File: src/rtl/saic_ram.sv
// generic simple dual port ram with registered read, new data on same address write
module saic_ram #(
    parameter int WIDTH = 32,
    parameter int DEPTH = 16
) (
    input  logic                                   aclk,
    input  logic                                   we,
    input  logic [(DEPTH > 1 ? $clog2(DEPTH) : 1)-1:0] waddr,
    input  logic [WIDTH-1:0]                       wdata,
    input  logic                                   re,
    input  logic [(DEPTH > 1 ? $clog2(DEPTH) : 1)-1:0] raddr,
    output logic [WIDTH-1:0]                       rdata
);

    logic [WIDTH-1:0] mem [DEPTH];
    logic [WIDTH-1:0] rdata_reg;

    always_ff @(posedge aclk) begin
        if (we) begin
            mem[waddr] <= wdata;
        end
        if (re) begin
            rdata_reg <= (we && waddr == raddr) ? wdata : mem[raddr];
        end
    end

    assign rdata = rdata_reg;

endmodule

File: config.mk
export PLATFORM = sky130hd
export DESIGN_NAME = saic_ram
export DESIGN_NICKNAME = d
export VERILOG_FILES = /design/src/rtl/saic_ram.sv
export SDC_FILE = /design/constraint.sdc
export NUM_CORES = 1
export LEC_CHECK = 0
export BUFFER_PORTS_ARGS = -buffer_cell sky130_fd_sc_hd__buf_2
export CAP_MARGIN = 5
export CORE_ASPECT_RATIO = 0.8
export CORE_UTILIZATION = 33
export DETAILED_ROUTE_END_ITERATION = 7
export HOLD_SLACK_MARGIN = 0.03
export SLEW_MARGIN = 20
export SYNTH_ARGS = -nofsm -noshare
export SYNTH_HDL_FRONTEND = slang
export SYNTH_SLANG_ARGS = --single-unit
export TNS_END_PERCENT = 30
File: constraint.sdc
create_clock -name aclk -period 6.7 [get_ports aclk]
set_clock_uncertainty 0.05 [all_clocks]
set_input_delay 1.34 -clock aclk [delete_from_list [all_inputs] [get_ports aclk]]
set_output_delay 1.34 -clock aclk [all_outputs]
set_load 0.005 [all_outputs]
* After elaboration in Yosys (flattened, before gate mapping)
Memories as Yosys holds them, arrays and structs flattened. A register that Yosys moved wholly into a read port is not among the register bits.
Index checks and enable logic that the tools add are counted.
** Operators by class
- Muxes and demuxes :: 2
** Operator list (count)
- 2-to-1 mux 1 bit :: 2
** Word-level totals
- Memories :: 1
- Output and inout bits :: 32
- Word-level logic and storage cells :: 3
- Register bits after elaboration :: 0
- Bits in writable memories :: 512
** Memory list
- mem :: depth 16, bits a word 32, rd ports 1, clocked after memory_dff 1, write ports 1, RTL line 15 : logic [WIDTH-1:0] mem [DEPTH];

* Logic depth before layout (Yosys ltp)
Gate-level depths: netlist (run 1).
- Word-level depth :: 2
- Depth in mapped cells :: 7

* Worst setup path after synthesis (run 1)
OpenSTA, ideal clock, no wires.
- Kind :: in2reg
- From :: in waddr[2] (netlist name)
- To :: mem mem[0][0], enable pin
- Buffers on the path :: 0
- Stages on the path :: 2
- Slack :: 2131 ps
- Arrival time :: 4058 ps
- Data required time :: 6189 ps
- Cell sequence :: or3b_2 > nor3_1
** RTL lines
- start: declaration :: RTL line 8 : input logic [(DEPTH > 1 ? $clog2(DEPTH) : 1)-1:0] waddr,
- end: declaration :: RTL line 15
Straight into the memory's write port.

==> results of run 1 <==
## critical path, stage by stage
cell and delay [ns]:
clkbuf_8 0.66, buf_4 0.48, mux4_2 0.54, a22oi_1 0.21, nand2_1 0.07, mux2_2 0.26
## metal layers
metal	vias to the layer above	part of all wire, %	track usage (%)
li1	3980	-	-
met1	5073	43	21.3
met2	274	48	23.6
met3	59	7.3	3.28
met4	14	1.2	2.70
met5	-	0.17	0
## cell usage after synthesis
library cell    n  area, um2
a22oi_1        62        465
nor2_1         13       48.8
nor3_1          4       20.0
mux2_2         32        360
xor2_1          3       26.3
buf_1           4       15.0
buf_6           1       11.3
xnor2_1         1       8.76
mux4_2        129       2910
clkbuf_1       26       97.6
nor2b_1         2       12.5
nand3_1         1       5.00
and2_0          1       6.26
nand2b_1        2       12.5
buf_2          17       85.1
or3b_2          1       8.76
nand2_1        33        124
nor4_2          1       12.5
nand3b_1        2       15.0
edfxtp_1      544      16300
## cell families (layout without fill, tap and decap cells)
group | after synthesis | count (layout) | synth area share [%]
AOI/OAI and AO/OA | 62 | 62 | 2.26
xor gates and xnor gates | 4 | 4 | 0.170
buffers and inverters | 48 | 197 | 1.02
DFF | 544 | 544 | 79.4
muxes | 161 | 161 | 15.9
and+or+nand+nor | 60 | 60 | 1.29
## area by class of cell
cell class / count / share of cell area (%)
Sequential cell: 544 / 68.6
Multi-Input combinational cell: 287 / 17.5
Clock buffer: 68 / 5.98
Tap cell: 830 / 4.36
Timing Repair Buffer: 102 / 2.59
Clock inverter: 27 / 0.972
## stage by stage
| step | utilization [%] | hold WS, ns | cells | cell area [um2] |
|---|---|---|---|---|
| 6_report | 38.8 | 0.817 | 1858 | 23800 |
| 4_1_cts | 38.8 | 0.822 | 1858 | 23800 |
| 5_1_grt | 38.8 | 0.852 | 1858 | 23800 |
| 2_1_floorplan | - | 0.784 | 879 | 20600 |
| 3_5_place_dp | 36.1 | 0.805 | 1763 | 22200 |
| 3_3_place_gp | 36.1 | 0.805 | 1763 | 22200 |
## power breakdown
group          switching, uW  leakage (uW)  internal (uW)
sequential              22.0       0.00494           3840
clock                   1210      0.000811           1650
combinational            211       0.00173            153
total                   1440       0.00748           5640
## cell usage in the layout (no fill, tap or decap), types with 9 or more instances in the layout
| cell | n |
|---|---|
| a22oi_1 | 62 |
| clkinv_2 | 9 |
| nor2_4 | 13 |
| mux4_2 | 129 |
| mux2_2 | 32 |
| clkbuf_16 | 55 |
| buf_2 | 72 |
| buf_4 | 27 |
| clkbuf_1 | 13 |
| nand2_1 | 33 |
| clkinv_1 | 11 |
| edfxtp_1 | 544 |
## final timing paths
| path | depth (start not counted) | start | slack, ns | endpoint |
|---|---|---|---|---|
| setup / recovery | 6 | raddr[0] | 3.32 | rdata[18]$_DFFE_PP_ |
| hold / removal | 4 | mem[6][20]$_DFFE_PP_ | 0.82 | rdata[20]$_DFFE_PP_ |
| hold reg to reg | 4 | mem[6][20]$_DFFE_PP_ | 0.82 | rdata[20]$_DFFE_PP_ |
| setup reg to reg | 3 | mem[13][30]$_DFFE_PP_ | 4.79 | rdata[30]$_DFFE_PP_ |
==> metrics.yaml, run 1 <==
sta:
  worst_slack_ns: 3.32
  slew_headroom_pct: 24.8
  min_period_ns: 3.38
  fmax_ghz: 0.296
  grt_setup_unrepaired: "no"
  final_max_slew_viol_count: 0
  hold_viol: 0
  worst_pin_slew_ns: 1.13
  finalSetupViolCount: 0
  fin_crit_sh_pct: 50.5
  fin_tns_setup_ns: 0
clock_tree:
  clk_pin_slew_ns: 0.06
  clockBufferDepth: 3
  ctsHoldBuffers: 0
  root_buffer: "clkbuf_16"
  cts_tree: "built"
  cts_made_buffers: 53
  cts_setup_buffers: 0
  htreeDepth: 2
  cts_resized: 0
  worstSkewPairLatency_ns: 0.57
  clock-sinks: 544
detailed_routing:
  drc_errors: 0
  via_per_inst: 5.06
  num_vias: 9400
  routed_wl_mm: 46.3
  wl_per_cell_um: 24.9
  drtAntennaViolNets: 0
  drt_pre_antenna_iters: 5
  drt_iter0_markers: 890
die:
  coreArea_um2: 61400
  fp.dieH_um: 225
  num_rows: 81
  fp.dieArea_um2: 63400
  die_w_um: 281
  ioPinCount: 75
  floorplan.initialDensity_pct: 33.5
setup_path:
  worstPathMaxFanout: 75
  worstPathRequired_ns: 6.98
  worst_setup_path_end_kind: "register"
  start_kind: "primary input"
  worstPathArrival_ns: 3.66
  crit_type: "primary input to register"
power_and_ir_drop:
  ir_drop_uv: 192
  leakagePower_uw: 0.00748
  p_per_area_nw_per_um2: 297
  total_power_uw: 7080
final_layout:
  fillerInstances: 5507
  nets: 1031
  multiInputGateArea_um2: 4170
  seqCellArea_um2: 16300
  syn_to_final_growth_pct: 15.8
  diodes: 0
  largest_register_ffs: 512
  drive_gt1_share_pct: 34.6
placed_design:
  dp_slack_ns: 2.59
  gp_congestion: 0.703
  io_buffers: 74
  place_hpwl_mm: 24.7
synth:
  synth_seq_area_share_pct: 79.4
  syn_nets: 922
  yosysWarningCount: 0
  postSynthCellCount: 879
  synth-seq-cells: 544
  avgSynthCellArea_um2: 23.4
  synth.distinct_cells: 20
  synthesis.area_um2: 20600
global_routing:
  grt.total_usage_pct: 14.9
  grt_start_max_net_pins: 83
  grt_pass1_wl_mm: 67.9
  grt-ovfl-total: 0
  grt_pass1_vias: 9808
  grt_antenna_before_repair: 7
worst_hold_path:
  hold_class: "register to register"
run_status:
  outcome: "complete, no violations"
flow_run:
  maxCapViolations: 0
Power figures use the tool's default switching activity.
==> run 2, diff against run 1 <==
==> constraint.sdc (replaced) <==
create_clock -name aclk -period 3.2 [get_ports aclk]
set_clock_uncertainty 0.05 [all_clocks]
set_input_delay 0.64 -clock aclk [delete_from_list [all_inputs] [get_ports aclk]]
set_output_delay 0.64 -clock aclk [all_outputs]
set_load 0.005 [all_outputs]
==> run 2 against run 1 <==
Against the previous run:
- total power increased by 110%
- routed wire length increased by 3.9%
- clock-buffer cell count decreased by 8
- highest routed layer unchanged
- combinational power increased by 120%
- largest cell class unchanged
==> metrics.yaml, run 2 (synthesized netlist as in run 1, its figures left out) <==
sta:
  slew_headroom_pct: 37.7  # was 24.8%
  fin_crit_sh_pct: 66.1
  worst_slack_ns: 1.08  # was 3.32 ns
  finalSetupViolCount: 0  # unchanged
  whs_ns: 0.362  # was 0.817 ns
  grt_setup_unrepaired: "no"  # unchanged
  fmax_ghz: 0.473
  hold_viol: 0  # unchanged
  worst_pin_slew_ns: 0.932  # was 1.13 ns
  final_max_slew_viol_count: 0  # unchanged
  min_period_ns: 2.12
power_and_ir_drop:
  p_clk_share_pct: 40.7  # was 40.4%
  total_power_uw: 15000  # was 7080 uW
  p_switching_uw: 3120  # was 1440 uW
  ir_drop_uv: 358  # was 192 uV
  p_int_uw: 11900  # was 5640 uW
  pwr-share-seq_pct: 54.0  # was 54.5%
  switching_share_pct: 20.9  # was 20.4%
  combPwrFrac_pct: 5.3  # was 5.1%
  leakagePower_uw: 0.00765  # was 0.00748 uW
  p_per_area_nw_per_um2: 620  # was 297 nW/um2
setup_path:
  worstPathMaxFanout: 25  # was 75
  worst_path_max_delay_cell: "mux4_2"  # was clkbuf_8
  crit_type: "primary input to register"  # unchanged
  worst_path_most_repeated_cell: "mux4_2"
  max_stage_delay_ns: 0.52  # was 0.66 ns
  crit_chain: "clkbuf_8 > buf_12 > mux4_2 > mux4_2 > mux2_2"  # was clkbuf_8 > buf_4 > mux4_2 > a22oi_1 > nand2_1 > mux2_2
  worst_setup_path_end_kind: "register"  # unchanged
  worstPathRequired_ns: 3.47  # was 6.98 ns
  critPathTopFamily: "multiplexers"  # was buffers and inverters
  r2r-end: "rdata[30]$_DFFE_PP_"  # unchanged
  critPathBufInv: 2  # unchanged
  r2r_setup_slack_ns: 1.33  # was 4.79 ns
  worstPathArrival_ns: 2.39  # was 3.66 ns
  rr_startpoint: "mem[14][30]$_DFFE_PP_"  # was mem[13][30]$_DFFE_PP_
  reg2reg_depth: 3  # unchanged
  start_kind: "primary input"  # unchanged
clock_tree:
  worstSkewPairLatency_ns: 0.60  # was 0.57 ns
  root_buffer: "clkbuf_16"  # unchanged
  clk_pin_slew_ns: 0.07  # was 0.06 ns
  cts_resized: 0  # unchanged
  cts_tree: "built"  # unchanged
  clock-sinks: 544  # unchanged
  htreeDepth: 2  # unchanged
  cts_setup_buffers: 0  # unchanged
  ctsHoldBuffers: 0  # unchanged
  cts_made_buffers: 52  # was 53
  clockBufferDepth: 3  # unchanged
final_layout:
  drive_gt1_share_pct: 36.7  # was 34.6%
  multiInputGateArea_um2: 4180  # was 4170 um2
  syn_to_final_growth_pct: 17.5  # was 15.8%
  largest_register_ffs: 512  # unchanged
  nets: 1053  # was 1031
  fin_cells: 1880  # was 1858
  final_cell_mix: "edfxtp_1, mux4_2, buf_2"  # unchanged
  postLayoutCoreUtil_pct: 39.4  # was 38.8%
  seqCellArea_um2: 16300  # unchanged
  final_common_cell: "edfxtp_1"  # unchanged
  fillerInstances: 5456  # was 5507
placed_design:
  io_buffers: 74  # unchanged
  place_hpwl_mm: 27.6  # was 24.7 mm
  gp_congestion: 0.727  # was 0.703
  dp_slack_ns: 0.463  # was 2.59 ns
  numPlacedInstances: 1786  # was 1763
global_routing:
  grt_start_max_net_pins: 39  # was 83
  grt_pass1_wl_mm: 70.8  # was 67.9 mm
  grt_pass1_vias: 10200  # was 9808
  grtUsageMet2_pct: 24.6  # was 23.6%
  grt.total_usage_pct: 15.6  # was 14.9%
  top_usage_layer: "met2"  # unchanged
  grt_antenna_before_repair: 10  # was 7
  grtUsageMet1_pct: 21.8  # was 21.3%
  met3_usage_pct: 3.65  # was 3.28%
  grt-ovfl-total: 0  # unchanged
die:
  num_rows: 81  # unchanged
  die_w_um: 281  # unchanged
  ioPinCount: 75  # unchanged
  floorplan.initialDensity_pct: 33.5  # unchanged
  fp.dieH_um: 225  # unchanged
  fp.dieArea_um2: 63400  # unchanged
  coreArea_um2: 61400  # unchanged
detailed_routing:
  via_per_inst: 5.10  # was 5.06
  drc_errors: 0  # unchanged
  routed_wl_mm: 48.1  # was 46.3 mm
  wl_per_cell_um: 25.6  # was 24.9 um
  drt_iter0_markers: 1004  # was 890
  num_vias: 9588  # was 9400
  drtAntennaViolNets: 0  # unchanged
  drt_pre_antenna_iters: 5  # unchanged
run_status:
  outcome: "complete, no violations"  # unchanged
worst_hold_path:
  min-delay-start: "wdata[26]"  # was mem[6][20]$_DFFE_PP_
  min_delay_path_depth: 1  # was 4
  hold_class: "primary input to register"  # was register to register
  holdPathEnd: "mem[4][26]$_DFFE_PP_"  # was rdata[20]$_DFFE_PP_
flow_run:
  maxCapViolations: 0  # unchanged
run 2: cell types whose count changed in the layout (fill, tap and decap cells not counted), sizes merged:
cell	before	now
inv	2	0
clkbuf	69	61
clkinv	20	22
buf	101	124
clkinvlp	1	6
diode	0	1
bufinv	4	5
run 2: area by class of cell:
class	instances	area share, %
antenna	1	0.0104
clock inverter	33	1.29
multi-input combinational	287	17.3
tap	830	4.30
sequential	544	67.6
clock buffer	60	5.68
timing repair buffer	125	3.84
run 2: layer usage:
| metal | wire, um | vias up | part of all wire, % |
|---|---|---|---|
| li1 | - | 4028 | - |
| met1 | 20800 | 5121 | 43 |
| met2 | 22600 | 362 | 47 |
| met3 | 3870 | 67 | 8.1 |
| met4 | 818 | 10 | 1.7 |
| met5 | 66 | - | 0.14 |
run 2: worst max path at each step:
| stage | start | to | slack [ns] | cells after the start |
|---|---|---|---|---|
| 3_3_place_gp | raddr[0] | rdata[30]$_DFFE_PP_ | 0.47 | 5 |
| 5_1_grt | raddr[0] | rdata[27]$_DFFE_PP_ | 0.97 | 6 |
| 6_report | raddr[0] | rdata[30]$_DFFE_PP_ | 1.08 | 5 |
| 4_1_cts | raddr[0] | rdata[30]$_DFFE_PP_ | 1.08 | 5 |
| 3_5_place_dp | raddr[0] | rdata[27]$_DFFE_PP_ | 0.46 | 6 |
| 2_1_floorplan | waddr[1] | mem[12][0]$_DFFE_PP_ | -0.40 | 2 |
run 2: metrics by stage:
step | cell area (um2) | setup TNS [ns]
after floorplan | 20600 | -38.55
after global placement | 22500 | 0
after detailed placement | 22500 | 0
after CTS | 24200 | 0
after global routing | 24200 | 0
final | 24200 | 0
run 2: power groups by stage:
stage | Combinational, uW | Clock, uW | Sequential (uW)
final | 797 | 6100 | 8080
after global routing | 866 | 6490 | 8090
after CTS | 816 | 6220 | 8080
after detailed placement | 812 | 0 | 8240
after global placement | 798 | 0 | 8230
after floorplan | 437 | 0 | 8220
run 2: worst reg2reg max path, delay by kind of cell, from the launching register on:
kind   cells  cell delay [ns]
muxes      3             1.21
DFF        1             0.36
==> run 3, diff against run 2 <==
==> constraint.sdc (replaced) <==
create_clock -name aclk -period 1.8 [get_ports aclk]
set_clock_uncertainty 0.05 [all_clocks]
set_input_delay 0.36 -clock aclk [delete_from_list [all_inputs] [get_ports aclk]]
set_output_delay 0.36 -clock aclk [all_outputs]
set_load 0.005 [all_outputs]
==> run 3 against run 2 <==
Against the previous run:
- the flow now finishes with violations (negative setup slack)
- register-to-register slack got worse by 1.4 ns
- worst setup slack got worse by 1.2 ns
- final area increased by 4.3%
- cell count increased by 3.3%
==> metrics.yaml, run 3 (synthesized netlist as in run 1, its figures left out) <==
detailed_routing:
  via_per_inst: 5.02  # was 5.10
  routed_wl_mm: 47.4  # was 48.1 mm
  drtAntennaViolNets: 0  # unchanged
  num_vias: 9750  # was 9588
  drt_iter0_markers: 881  # was 1004
  drt_pre_antenna_iters: 5  # unchanged
  drc_errors: 0  # unchanged
  wl_per_cell_um: 24.4  # was 25.6 um
die:
  ioPinCount: 75  # unchanged
  fp.dieH_um: 225  # unchanged
  coreArea_um2: 61400  # unchanged
  num_rows: 81  # unchanged
  floorplan.initialDensity_pct: 33.5  # unchanged
  die_w_um: 281  # unchanged
  fp.dieArea_um2: 63400  # unchanged
sta:
  slew_headroom_pct: 75.0  # was 37.7%
  min_period_ns: 1.88
  final_max_slew_viol_count: 0  # unchanged
  fin_crit_sh_pct: 104
  grt_setup_unrepaired: "yes"  # was no
  fmax_ghz: 0.533
  finalSetupViolCount: 1  # was 0
  worst_pin_slew_ns: 0.374  # was 0.932 ns
  hold_viol: 0  # unchanged
  worst_slack_ns: -0.0753  # was 1.08 ns
clock_tree:
  clk_pin_slew_ns: 0.06  # was 0.07 ns
  root_buffer: "clkbuf_16"  # unchanged
  cts_tree: "built"  # unchanged
  ctsHoldBuffers: 0  # unchanged
  htreeDepth: 2  # unchanged
  clockBufferDepth: 3  # unchanged
  cts_made_buffers: 49  # was 52
  worstSkewPairLatency_ns: 0.57  # was 0.60 ns
  clock-sinks: 544  # unchanged
setup_path:
  worst_path_max_delay_cell: "mux4_2"  # unchanged
  max_stage_delay_ns: 0.46  # was 0.52 ns
  crit_chain: "mux4_2 > mux4_2 > mux2_2"  # was clkbuf_8 > buf_12 > mux4_2 > mux4_2 > mux2_2
  worstPathRequired_ns: 2.08  # was 3.47 ns
  worst_path_most_repeated_cell: "mux4_2"  # unchanged
  start_kind: "register"  # was primary input
  worstPathArrival_ns: 2.15  # was 2.39 ns
  worst_setup_path_end_kind: "register"  # unchanged
  worstPathMaxFanout: 1  # was 25
  crit_type: "register to register"  # was primary input to register
worst_hold_path:
  hold_class: "primary input to register"  # unchanged
final_layout:
  drive_gt1_share_pct: 40.5  # was 36.7%
  seqCellArea_um2: 16300  # unchanged
  nets: 1116  # was 1053
  largest_register_ffs: 512  # unchanged
  final_cell_mix: "edfxtp_1, mux4_2, buf_2"  # unchanged
  diodes: 0  # was 1
  multiInputGateArea_um2: 4270  # was 4180 um2
  fin_area_um2: 25200  # was 24200 um2
  fin_cells: 1942  # was 1880
  fillerInstances: 5383  # was 5456
  syn_to_final_growth_pct: 22.5  # was 17.5%
  final_common_cell: "edfxtp_1"  # unchanged
placed_design:
  place_hpwl_mm: 28.0  # was 27.6 mm
  placed_area_um2: 23500  # was 22500 um2
  dp_slack_ns: -0.558  # was 0.463 ns
  numPlacedInstances: 1843  # was 1786
  io_buffers: 74  # unchanged
  gp_congestion: 0.727  # about the same
global_routing:
  grt.total_usage_pct: 15.2  # was 15.6%
  grt_pass1_vias: 10000  # was 10200
  grt_antenna_before_repair: 2  # was 10
  grt_start_max_net_pins: 33  # was 39
  grt_pass1_wl_mm: 69.6  # was 70.8 mm
  grt-ovfl-total: 0  # unchanged
power_and_ir_drop:
  p_clk_share_pct: 39.3  # was 40.7%
  ir_drop_uv: 691  # was 358 uV
  p_switching_uw: 5410  # was 3120 uW
  pwr-share-seq_pct: 54.4  # was 54.0%
  leakagePower_uw: 0.00811  # was 0.00765 uW
  switching_share_pct: 20.5  # was 20.9%
  combPwrFrac_pct: 6.3  # was 5.3%
  total_power_uw: 26400  # was 15000 uW
  p_per_area_nw_per_um2: 1050  # was 620 nW/um2
  p_int_uw: 21000  # was 11900 uW
flow_run:
  maxCapViolations: 0  # unchanged
run_status:
  failed_checks: "negative setup slack"
  outcome: "finished, violations left"  # was complete, no violations
## run 3: changes by cell type in the layout (fill, tap and decap cells not counted), moves of 6 or more
cell	change
a22oi_1	-9
a22oi_2	+9
buf_12	+44
buf_4	+21
clkbuf_1	+7
clkinvlp_4	-6
## run 3: area by class of cell
class | instances | area share [%]
Clock inverter | 26 | 0.978
Sequential cell | 544 | 64.8
Multi-Input combinational cell | 287 | 16.9
Tap cell | 830 | 4.12
Timing Repair Buffer | 191 | 7.91
Clock buffer | 64 | 5.26
## run 3: stage by stage
stage	utilization (%)	hold slack, ns	setup TNS [ns]
floorplan	-	0.409	-41.00
global placement	38.3	0.695	-38.87
detailed placement	38.3	0.701	-39.26
CTS	40.8	0.0913	-0.0691
global route	41.0	0.103	-0.103
finish	41.0	0.119	-0.0753
## run 3: what timing repair did
| action | CTS | global route |
|---|---|---|
| setup endpoints to repair | 1 | 11 |
| buffers inserted | 0 | 9 |
| resized for setup | 0 | 10 |
## run 3: layer usage
metal | vias to the layer above | global-route usage (%) | share of wire (%)
met5 | - | 0 | 0.051
met4 | 4 | 2.89 | 1.4
met3 | 55 | 2.72 | 5.7
met2 | 292 | 24.0 | 47
met1 | 5241 | 22.3 | 46
li1 | 4158 | - | -
## run 3: worst paths after layout
check	from	endpoint	slack [ns]	cells past startpoint
setup / recovery	mem[2][30]$_DFFE_PP_	rdata[30]$_DFFE_PP_	-0.08	3
hold / removal	wdata[16]	mem[14][16]$_DFFE_PP_	0.12	1
setup reg to reg	mem[2][30]$_DFFE_PP_	rdata[30]$_DFFE_PP_	-0.08	3
hold reg to reg	mem[6][3]$_DFFE_PP_	rdata[3]$_DFFE_PP_	0.82	4
## run 3: power groups by stage
stage | Combinational [uW] | Sequential, uW | Clock (uW)
final | 1650 | 14400 | 10400
after global routing | 1780 | 14400 | 11100
after CTS | 1650 | 14400 | 10600
after detailed placement | 1640 | 14600 | 0
after global placement | 1620 | 14600 | 0
after floorplan | 835 | 14600 | 0
## run 3: critical path, delay by kind of cell (launching register included)
| kind | cells | cell delay [ns] |
|---|---|---|
| muxes | 3 | 1.19 |
| DFF | 1 | 0.40 |
